`config.mk`:
```
export PLATFORM = sky130hd
export DESIGN_NAME = ppm_ram
export DESIGN_NICKNAME = d
export VERILOG_FILES = /design/src/rtl/ppm_ram.sv
export SDC_FILE = /design/constraint.sdc
export NUM_CORES = 1
export LEC_CHECK = 0
export BUFFER_PORTS_ARGS = -buffer_cell sky130_fd_sc_hd__buf_2
export CAP_MARGIN = 20
export CORE_UTILIZATION = 60
export CTS_BUF_LIST = sky130_fd_sc_hd__clkbuf_4 sky130_fd_sc_hd__clkbuf_8
export CTS_CLUSTER_SIZE = 28
export DETAILED_ROUTE_END_ITERATION = 10
export PLACE_DENSITY_LB_ADDON = 0.2
export SLEW_MARGIN = 20
export SYNTH_ARGS = -nofsm -noshare
export SYNTH_HDL_FRONTEND = slang
export SYNTH_SLANG_ARGS = --single-unit
export TNS_END_PERCENT = 100
```
`constraint.sdc`:
```
create_clock -name clk -period 2.6 [get_ports clk]
set_input_delay 0.52 -clock clk [delete_from_list [all_inputs] [get_ports clk]]
set_output_delay 0.52 -clock clk [all_outputs]
set_load 0.005 [all_outputs]
```
`src/rtl/ppm_ram.sv`:
```
// Generic single-port RAM with registered read.
// No dependencies.
`default_nettype none
module ppm_ram #(
  parameter int Width = 8,
  parameter int Depth = 16
) (
  input  wire logic                     clk,
  input  wire logic                     we,
  input  wire logic [$clog2(Depth)-1:0] addr,
  input  wire logic [Width-1:0]         wdata,
  output      logic [Width-1:0]         rdata
);
  logic [Width-1:0] mem [Depth];

  always_ff @(posedge clk) begin
    if (we) mem[addr] <= wdata;
    rdata <= mem[addr];
  end
endmodule
`default_nettype wire
```
==> results of run 1 <==
[where the power goes]
group / switching, mW / internal (mW)
clock network: 0.812 / 0.783
logic: 0.128 / 0.0959
registers: 0.0125 / 2.45
[metrics by stage]
step | cells | setup WS [ns] | utilization [%] | area (um2)
after floorplan | 230 | 0.587 | - | 5070
after global routing | 393 | 0.840 | 70.3 | 5750
after global placement | 361 | 0.521 | 65.8 | 5380
final | 393 | 0.890 | 70.3 | 5750
after detailed placement | 361 | 0.444 | 65.8 | 5380
after CTS | 393 | 0.904 | 70.3 | 5750
[metal layers]
| layer | vias to the layer above | track usage [%] |
|---|---|---|
| met3 | 7 | 7.36 |
| li1 | 1049 | - |
| met4 | 0 | 10.6 |
| met5 | - | 0 |
| met2 | 93 | 38.0 |
| met1 | 1240 | 32.2 |
[state kept, by name (all words and copies together) (netlist names)]
register / count
mem: 128
rdata: 8
[layout by cell type, fill, tap and decap left out, drive strengths merged]
master,synthesis,routed
a22oi,16,16
and2,1,1
buf,8,37
bufinv,0,1
clkbuf,3,18
clkinv,0,4
clkinvlp,0,6
dfxtp,8,8
edfxtp,128,128
inv,0,3
mux4,32,32
nand2,9,9
nand2b,2,2
nand3,1,1
nand3b,2,2
nor2,13,13
nor2b,2,2
nor3,4,4
or3b,1,1
[worst min-delay path by stage]
stage | depth (start not counted) | slack [ns] | to | startpoint
finish | 1 | 0.48 | mem[14][4] | wdata[4]
global route | 1 | 0.46 | mem[14][4] | wdata[4]
CTS | 1 | 0.45 | mem[10][5] | wdata[5]
detailed placement | 3 | 0.68 | rdata[0] | mem[13][0]
global placement | 3 | 0.66 | rdata[2] | mem[12][2]
floorplan | 0 | 0.62 | mem[0][0] | wdata[0]
[cells by family after synthesis]
logic type / synth area share, %
flip-flops: 79.0
AO/OA/AOI/OAI: 2.37
buffers and inverters: 1.19
AND/OR/NAND/NOR: 3.21
multiplexers: 14.2
[area by class of cell]
class | count | area share, %
sequential | 136 | 69.6
multi-input combinational | 83 | 17.5
timing repair buffer | 37 | 4.13
clock inverter | 14 | 2.18
clock buffer | 18 | 4.31
tap | 105 | 2.29
==> results.md, run 1 <==
* Top-area cell type share of the netlist area at 75.9%
* Detailed placement HPWL at 5960 um
* Total gr overflow at 0
* Required time of the worst setup path at roughly 2.7 ns
* Clk_skew at around 0.008 ns
* Number of vias per cell after detailed routing at just over 6
* Start of the worst register-to-register path: mem[2][3]
* Leading area contributor after synthesis: sky130_fd_sc_hd__edfxtp_1
* Final setup violating endpoints at 0
* Critical path origin: addr[2]
* Clk pin slew, worst setup/hold paths at about 0.080 ns
* Register bit count reported by yosys at approximately 140
* First-pass GRT wire length at about 14000 um
* Worst setup path category: primary input to register
* Ordered list of cells on the worst path: buf_2 > or3b_2 > nor2_1
* Total negative setup slack at 0 ns
* Number of clock sinks at ~140
* PostCTS Resize Cnt at 0
* Via count of the first global-routing pass at 2557
* Leading cell types by total area after synthesis: sky130_fd_sc_hd__edfxtp_1 76%, sky130_fd_sc_hd__mux4_2 14%, sky130_fd_sc_hd__dfxtp_1 3.2%
* Post-route ant nets at 0
* Fin. Hold Viols at 0
* Highest metal layer with signal wires: met4
* Number of diodes at 0
* Detail Route met2 WL at 4830 um
* Initial Util at about three fifths
* Critical Path End Type: register
* Per-cell routed wire length at around 23 um
* CTS H-tree depth at 4
* Die extent in y at roughly 94 um
* Tightest slew margin relative to the limit at ~48%
* Worst-Skew Late Latency at approximately 0.43 ns
* Synthesized net count at about 240
* Relative area change from synthesis to final layout at 13.5%
* RSZ-0062 raised after global routing: no
* Initial antenna violation count at 1
* Crit path DAT at around 1.8 ns
* Number of stages on the worst setup path at 3
* # Max-Cap Violations at 0
* Slowest cell delay on critical path at roughly 0.57 ns
* Peak VDD IR at roughly 0.48 mV
* Static leakage power at between 1.5 and 2 nW
* Cell row count at 33
* Root buffer selected by CTS: sky130_fd_sc_hd__clkbuf_8
* Share of layout cells above drive strength 1 at 35.4%
* Die area at 8820 um2
* Crit path time final at approximately 1.7 ns
* Setup slack, reg-to-reg at around 1.2 ns
* Reg-to-Reg End: rdata[3]
* Post-detailed-route DRC marker count at 0
* Final total power at about 4.3 mW
* Count of pins over their slew limit at 0
* Dominant register cell in the synthesized netlist: sky130_fd_sc_hd__edfxtp_1
* Met3 WL post-DR at 666 um
* Final weighted congestion in routability-driven placement at approximately 0.84
* Number of instances in the synthesized netlist at 230
* Sequential cell area in the final layout at between 4000 and 5000 um2
* Num ports at 22
* Hold WC Path Type: primary input to register
* Last element of the critical path: mem[1][2]
* Unique masters post-synth at 18
* Synth Cell Area at ~5100 um2
* Highest net fanout along the worst path at 8
* Number of buffers added on ports at 21
* Vias after detailed routing at 2389
* Number of filler cells placed in the layout at between 500 and 600
* Multi-input gate area in the final layout at around 1000 um2
* Mean area per synthesized cell at approximately 22 um2
* Number of buffers inserted to repair setup after CTS at 0
* Most repeated cell in the gate-level netlist after synthesis: sky130_fd_sc_hd__edfxtp_1
* List of most frequent post-synthesis cells: 128 x sky130_fd_sc_hd__edfxtp_1, 32 x sky130_fd_sc_hd__mux4_2, 16 x sky130_fd_sc_hd__a22oi_1
* Highest achievable clock rate at between 500 and 600 MHz
* Pre-antenna DRT Iters at 6
* WL met1 at about 3700 um
* GRT Overall Usage at ~24%
* Cell family with the largest share of critical-path delay: simple AND/OR/NAND/NOR gates
* Placeable core area at slightly above 8000 um2
* Bufs and invs on worst path at 1
* Tightest hold margin at between 0.4 and 0.5 ns
* Count of cells along the worst register-to-register path at 3
* Period utilization at between 60% and 70%
* Status: finished, final reports clean
* Yosys warnings at 0
* Max stage delay cell, worst path: sky130_fd_sc_hd__nor2_1
* Wire length after detailed routing at around 9200 um
* Async set-reset flop share out of synthesis at 0%
* Clock Tree Buf Depth at 2
* Die Width at about 94 um
* Proportion of synthesized chip area in sequential cells at 79.0%
* Category of the worst setup path launch point: primary input
* Pwr Density at about 740 nW/um2
* TritonCTS clock tree: yes
* Number of flops mapped to enable cells by yosys at 128
* Slew @ Worst Pin at around 0.8 ns
* Cts-stage hold buffer count at 0
* Largest net degree at the start of global routing at 25
* Clock buffer count from CTS at 17
* Total number of nets in the final design at 289
* DR iter-0 viols at between 200 and 300
No activity file was read; power rests on OpenSTA's default activity.
==> run 2: changes to the inputs <==
- CORE_UTILIZATION: 60 -> 57
- clock period: 2.6 -> 1.5 ns (I/O delays scaled with it)
==> run 2 against run 1 <==
Routed wire length rose by 5.1%. Hold slack got worse by 0.21 ns. Non-clock buffer count rose by 17. Critical path type is now register to register. Largest cell class unchanged.
==> results.md, run 2 (synthesis gave the netlist of run 1 again) <==
* Flip-flop count of the largest register after layout at 128 (unchanged)
* Clock power frac at 43.4% (was 37.3%)
* Highest metal layer with signal wires: met4 (unchanged)
* Final weighted congestion in routability-driven placement at 0.715 (was 0.839)
* GRT Overall Usage at 23.7% (was 24.4%)
* Critical path origin: mem[3][4] (was addr[2])
* Die area at 9270 um2 (was 8820 um2)
* Hold WC Path Type: primary input to register (unchanged)
* Combinational fraction of design power at 5.2% (about the same)
* Die Width at 96.3 um (was 93.9 um)
* Relative area change from synthesis to final layout at 21.7% (was 13.5%)
* Share of layout cells above drive strength 1 at 44.3% (was 35.4%)
* Final setup violating endpoints at 0 (unchanged)
* Category of the worst setup path launch point: register (was primary input)
* Status: finished, final reports clean (unchanged)
* Placeable core area at 8680 um2 (was 8180 um2)
* Num ports at 22 (unchanged)
* Slew @ Worst Pin at 0.728 ns (was 0.781 ns)
* Vias after detailed routing at 2468 (was 2389)
* Pre-antenna DRT Iters at 4 (was 6)
* Int Power at 6.70 mW (was 3.33 mW)
* Max stage delay cell, worst path: sky130_fd_sc_hd__mux4_2 (was sky130_fd_sc_hd__nor2_1)
* Number of clock sinks at 136 (unchanged)
* Worst setup path category: register to register (was primary input to register)
* Cts-stage hold buffer count at 0 (unchanged)
* Highest achievable clock rate at around 730 MHz
* Total gr overflow at 0 (unchanged)
* TritonCTS clock tree: yes (unchanged)
* Total number of nets in the final design at 306 (was 289)
* Worst-Skew Late Latency at 0.43 ns (about the same)
* Psw at 1.61 mW (was 0.953 mW)
* Critical Path End Type: register (unchanged)
* Post-detailed-route DRC marker count at 0 (unchanged)
* Root buffer selected by CTS: sky130_fd_sc_hd__clkbuf_8 (unchanged)
* Peak VDD IR at 0.823 mV (was 0.479 mV)
* Cell row count at 34 (was 33)
* Tightest slew margin relative to the limit at 51.4% (was 47.7%)
* Clock buffer count from CTS at 17 (unchanged)
* Pwr Density at 1350 nW/um2 (was 744 nW/um2)
* Total negative setup slack at 0 ns (unchanged)
* Proportion of total power due to net switching at 19.4% (was 22.3%)
* PostCTS Resize Cnt at 0 (unchanged)
* Static leakage power at 2.07 nW (was 1.88 nW)
* Period utilization at around 91%
* Most common cell after layout, fill and taps aside: sky130_fd_sc_hd__edfxtp_1 (unchanged)
* Per-cell routed wire length at 23.5 um (about the same)
* Number of filler cells placed in the layout at 525 (was 508)
* Via count of the first global-routing pass at 2460 (was 2557)
* Detailed placement HPWL at 6220 um (was 5960 um)
* Sequential fraction of design power at 51.4% (was 57.5%)
* Slowest cell delay on critical path at 0.48 ns (was 0.57 ns)
* Number of buffers inserted to repair setup after CTS at 0 (unchanged)
* Highest net fanout along the worst path at 1 (was 8)
* Wire length after detailed routing at 9690 um (was 9220 um)
* Count of pins over their slew limit at 0 (unchanged)
* Detail Route met2 WL at 4730 um (was 4830 um)
* Number of buffers added on ports at 21 (unchanged)
* Fin. Hold Viols at 0 (unchanged)
* CTS H-tree depth at 4 (unchanged)
* Clock Tree Buf Depth at 2 (unchanged)
* RSZ-0062 raised after global routing: no (unchanged)
* Number of diodes at 0 (unchanged)
* Post-route ant nets at 0 (unchanged)
* WL met1 at 4180 um (was 3660 um)
* Crit path DAT at 1.67 ns (was 1.77 ns)
* Final Core Density at 71.1% (was 70.3%)
* Largest net degree at the start of global routing at 21 (was 25)
* Initial antenna violation count at 0 (was 1)
* Register name with the most flops: mem (unchanged)
* Required time of the worst setup path at 1.81 ns (was 2.66 ns)
* Die extent in y at 96.3 um (was 93.9 um)
* Clk_skew at 0.00781 ns (was 0.00824 ns)
* Start of the worst register-to-register path: mem[3][4] (was mem[2][3])
* Registers with the highest flip-flop counts: mem (128), rdata (8) (unchanged)
* # Max-Cap Violations at 0 (unchanged)
* Number of vias per cell after detailed routing at 5.98 (was 6.08)
* Crit path time final at ~1.4 ns
* Ordered list of cells on the worst path: mux4_2 > a22oi_1 > nand2_1 (was buf_2 > or3b_2 > nor2_1)
* Clk pin slew, worst setup/hold paths at 0.08 ns (about the same)
* Min-Delay Startpoint: wdata[5] (was wdata[4])
* DR iter-0 viols at 230 (was 255)
* Met3 WL post-DR at 583 um (was 666 um)
* Commonest non-fill, non-tap cells in the layout: 128 x sky130_fd_sc_hd__edfxtp_1, 32 x sky130_fd_sc_hd__mux4_2, 23 x sky130_fd_sc_hd__buf_4 (was 128 x sky130_fd_sc_hd__edfxtp_1, 32 x sky130_fd_sc_hd__mux4_2, 21 x sky130_fd_sc_hd__buf_2)
* First-pass GRT wire length at 14300 um (was 14400 um)
* Initial Util at 58.4% (was 62.0%)
==> run 2: layout make-up <==
type / instances / area [um2] / area share [%]
Multi-Input combinational cell: 83 / 1060 / 17.2
Tap cell: 108 / 135 / 2.19
Clock buffer: 21 / 270 / 4.38
Timing Repair Buffer: 54 / 478 / 7.75
Clock inverter: 11 / 218 / 3.53
Sequential cell: 136 / 4000 / 64.9
==> run 2: critical path: cells and delay by family, from the launching register on <==
family          cells  cell delay (ns)
mux                 1             0.48
flops               1             0.37
compound gates      1             0.32
simple gates        1             0.08
==> run 2: per-layer routing <==
metal,track usage [%],vias up
li1,-,1088
met1,33.6,1273
met2,35.2,92
met3,7.27,15
met4,8.71,0
met5,0,-
==> run 2: path summary, 6_finish.rpt <==
check	to	slack (ns)	cells past startpoint
hold / removal	mem[3][5]	0.27	1
setup / recovery	rdata[4]	0.13	3
hold reg to reg	rdata[4]	0.68	3
setup reg to reg	rdata[4]	0.13	3
==> run 2: stage by stage <==
stage | area [um2] | hold slack (ns) | instances | power, mW | setup slack, ns
after floorplan | 5130 | 0.399 | 230 | 4.58 | -0.0782
after global placement | 5680 | 0.653 | 381 | 4.78 | -0.228
after detailed placement | 5680 | 0.666 | 381 | 4.80 | -0.216
after CTS | 6170 | 0.241 | 413 | 8.37 | 0.144
after global routing | 6170 | 0.238 | 413 | 8.56 | 0.101
final | 6170 | 0.268 | 413 | 8.31 | 0.133
==> run 2: power by group through the flow <==
| stage | Clock [mW] | Combinational (mW) | Sequential (mW) |
|---|---|---|---|
| 2_1_floorplan | 0 | 0.231 | 4.35 |
| 3_3_place_gp | 0 | 0.431 | 4.35 |
| 3_5_place_dp | 0 | 0.440 | 4.36 |
| 4_1_cts | 3.66 | 0.444 | 4.27 |
| 5_1_grt | 3.81 | 0.469 | 4.28 |
| 6_report | 3.60 | 0.436 | 4.27 |
==> run 3: changes to the inputs <==
- PLACE_DENSITY: default -> 0.78
- PLACE_DENSITY_LB_ADDON: 0.2 -> default
==> run 3 against run 2 <==
Sequential power barely moved. Combinational power grew 3%. Clock power shrank 11%. Core utilization decreased by 0.30 points. Largest cell class unchanged. Sequential share of layout area grew 0.28 points. Sequential cell count unchanged. Via count increased by 3.9%. Clock skew grew 0.0023 ns. Register-to-register slack about the same.
==> results.md, run 3 (synthesis gave the netlist of run 1 again) <==
* Ordered list of cells on the worst path: mux4_2 > a22oi_1 > nand2_1 (unchanged)
* Psw at 1.69 mW (was 1.61 mW)
* Total negative setup slack at 0 ns (unchanged)
* Count of cells along the worst register-to-register path at 3 (unchanged)
* Clk_skew at 0.0101 ns (was 0.00781 ns)
* Max stage delay cell, worst path: sky130_fd_sc_hd__mux4_2 (unchanged)
* Tightest slew margin relative to the limit at 49.2% (was 51.4%)
* Die Width at 96.3 um (unchanged)
* Hold WC Path Type: primary input to register (unchanged)
* Via count of the first global-routing pass at 2635 (was 2460)
* Initial antenna violation count at 0 (unchanged)
* Initial Util at 58.4% (unchanged)
* Static leakage power at 2.05 nW (was 2.07 nW)
* Crit path DAT at 1.66 ns (was 1.67 ns)
* Highest achievable clock rate at 739 MHz (was 732 MHz)
* Start of the worst register-to-register path: mem[9][1] (was mem[3][4])
* Peak VDD IR at 0.600 mV (was 0.823 mV)
* Global routing usage on met1 at 33.4% (was 33.6%)
* Relative area change from synthesis to final layout at 21.2% (was 21.7%)
* Num ports at 22 (unchanged)
* Critical path origin: mem[9][1] (was mem[3][4])
* Clock buffer count from CTS at 17 (unchanged)
* Highest net fanout along the worst path at 1 (unchanged)
* Slew @ Worst Pin at 0.760 ns (was 0.728 ns)
* Post-detailed-route DRC marker count at 0 (unchanged)
* Multi-input gate area in the final layout at 1060 um2 (unchanged)
* Clk pin slew, worst setup/hold paths at 0.08 ns (about the same)
* Critical Path End Type: register (unchanged)
* Vias after detailed routing at 2565 (was 2468)
* Pre-antenna DRT Iters at 5 (was 4)
* Post-route ant nets at 0 (unchanged)
* Clock Tree Buf Depth at 2 (unchanged)
* Status: finished, final reports clean (unchanged)
* First-pass GRT wire length at 15100 um (was 14300 um)
* Number of vias per cell after detailed routing at 6.18 (was 5.98)
* Required time of the worst setup path at 1.81 ns (about the same)
* Sequential cell area in the final layout at 4000 um2 (unchanged)
* Commonest non-fill, non-tap cells in the layout: 128 x sky130_fd_sc_hd__edfxtp_1, 32 x sky130_fd_sc_hd__mux4_2, 24 x sky130_fd_sc_hd__buf_4 (was 128 x sky130_fd_sc_hd__edfxtp_1, 32 x sky130_fd_sc_hd__mux4_2, 23 x sky130_fd_sc_hd__buf_4)
* Bufs and invs on worst path at 0 (unchanged)
* Proportion of total power due to net switching at 21.2% (was 19.4%)
* Largest net degree at the start of global routing at 19 (was 21)
* Combinational fraction of design power at 5.7% (was 5.2%)
* Number of diodes at 0 (unchanged)
* Number of buffers inserted to repair setup after CTS at 0 (unchanged)
* Flip-flop count of the largest register after layout at 128 (unchanged)
* Last element of the critical path: rdata[1] (was rdata[4])
* Detailed placement HPWL at 6590 um (was 6220 um)
* DR iter-0 viols at 235 (was 230)
* Sequential fraction of design power at 53.8% (was 51.4%)
* Die area at 9270 um2 (unchanged)
* Worst-Skew Late Latency at 0.44 ns (was 0.43 ns)
* TritonCTS clock tree: yes (unchanged)
* Wire length after detailed routing at 10200 um (was 9690 um)
* Int Power at 6.26 mW (was 6.70 mW)
* Final weighted congestion in routability-driven placement at 0.790 (was 0.715)
* CTS H-tree depth at 4 (unchanged)
* Worst setup path category: register to register (unchanged)
* Number of filler cells placed in the layout at 530 (was 525)
* # Max-Cap Violations at 0 (unchanged)
* Crit path time final at 1.35 ns (was 1.37 ns)
* Global Route met3 Usage at 7.35% (was 7.27%)
* Setup slack, reg-to-reg at 0.15 ns (was 0.13 ns)
* Registers with the highest flip-flop counts: mem (128), rdata (8) (unchanged)
* Tightest hold margin at 0.246 ns (was 0.268 ns)
* Register name with the most flops: mem (unchanged)
* Per-cell routed wire length at 24.6 um (was 23.5 um)
* Period utilization at 90.2% (was 91.1%)
* Cell row count at 34 (unchanged)
* Reg-to-Reg End: rdata[1] (was rdata[4])
* Number of stages on the worst setup path at 3 (unchanged)
* Met2 track demand over resource in global routing at 38.6% (was 35.2%)
* Number of buffers added on ports at 21 (unchanged)
* Cell family with the largest share of critical-path delay: multiplexers (unchanged)
* Grt peak-use layer: met2 (unchanged)
* Total gr overflow at 0 (unchanged)
* Share of layout cells above drive strength 1 at 44.3% (about the same)
* GRT Overall Usage at 25.1% (was 23.7%)
* Placeable core area at 8680 um2 (unchanged)
* Pwr Density at 1290 nW/um2 (was 1350 nW/um2)
* RSZ-0062 raised after global routing: no (unchanged)
* Category of the worst setup path launch point: register (unchanged)
* Cts-stage hold buffer count at 0 (unchanged)
* Root buffer selected by CTS: sky130_fd_sc_hd__clkbuf_8 (unchanged)
* Setup slack at placement at -0.203 ns (was -0.216 ns)
* Total number of nets in the final design at 308 (was 306)
* Slowest cell delay on critical path at 0.46 ns (was 0.48 ns)
* Fin. Hold Viols at 0 (unchanged)
* Post-route setup slack at 0.147 ns (was 0.133 ns)
* Clock power frac at 40.6% (was 43.4%)
* Count of pins over their slew limit at 0 (unchanged)
* Final setup violating endpoints at 0 (unchanged)
* Most common cell after layout, fill and taps aside: sky130_fd_sc_hd__edfxtp_1 (unchanged)
* Number of clock sinks at 136 (unchanged)
* PostCTS Resize Cnt at 0 (unchanged)
* Die extent in y at 96.3 um (unchanged)
==> run 3: how the worst min path moves through the flow <==
stage / start / cells past startpoint / endpoint
3_3_place_gp: mem[15][0] / 3 / rdata[0]
3_5_place_dp: mem[15][0] / 3 / rdata[0]
4_1_cts: wdata[7] / 1 / mem[12][7]
6_report: wdata[7] / 1 / mem[8][7]
2_1_floorplan: wdata[0] / 0 / mem[0][0]
5_1_grt: wdata[7] / 1 / mem[15][7]
==> run 3: layout make-up <==
| class | instances | share of cell area (%) |
|---|---|---|
| sequential | 136 | 65.2 |
| multi-input combinational | 83 | 17.3 |
| timing repair buffer | 56 | 8.23 |
| clock buffer | 17 | 3.81 |
| clock inverter | 15 | 3.26 |
| tap | 108 | 2.20 |
==> run 3: power by group through the flow <==
stage,logic [mW],clock network (mW),registers [mW]
after floorplan,0.231,0,4.35
after global placement,0.436,0,4.35
after detailed placement,0.450,0,4.36
after CTS,0.453,3.27,4.27
after global routing,0.485,3.43,4.28
final,0.450,3.22,4.27
==> run 3: per-layer routing <==
layer / routed length, um / vias up
met2: 5030 / 134
li1: - / 1088
met3: 903 / 24
met1: 4060 / 1319
met4: 220 / 0
met5: 0 / -
==> run 3: metrics by stage <==
| step | area [um2] | util (%) | instances | total power [mW] |
|---|---|---|---|---|
| floorplan | 5130 | - | 230 | 4.58 |
| global placement | 5710 | 65.8 | 383 | 4.79 |
| detailed placement | 5710 | 65.8 | 383 | 4.81 |
| CTS | 6140 | 70.8 | 415 | 7.99 |
| global route | 6140 | 70.8 | 415 | 8.19 |
| finish | 6140 | 70.8 | 415 | 7.95 |
==> run 3: worst register-to-register path, delay by kind of cell (launching register included) <==
family | cells | cell delay (ns)
multiplexers | 1 | 0.46
flip-flops | 1 | 0.39
AND/OR/NAND/NOR | 1 | 0.10
AO/OA/AOI/OAI | 1 | 0.28
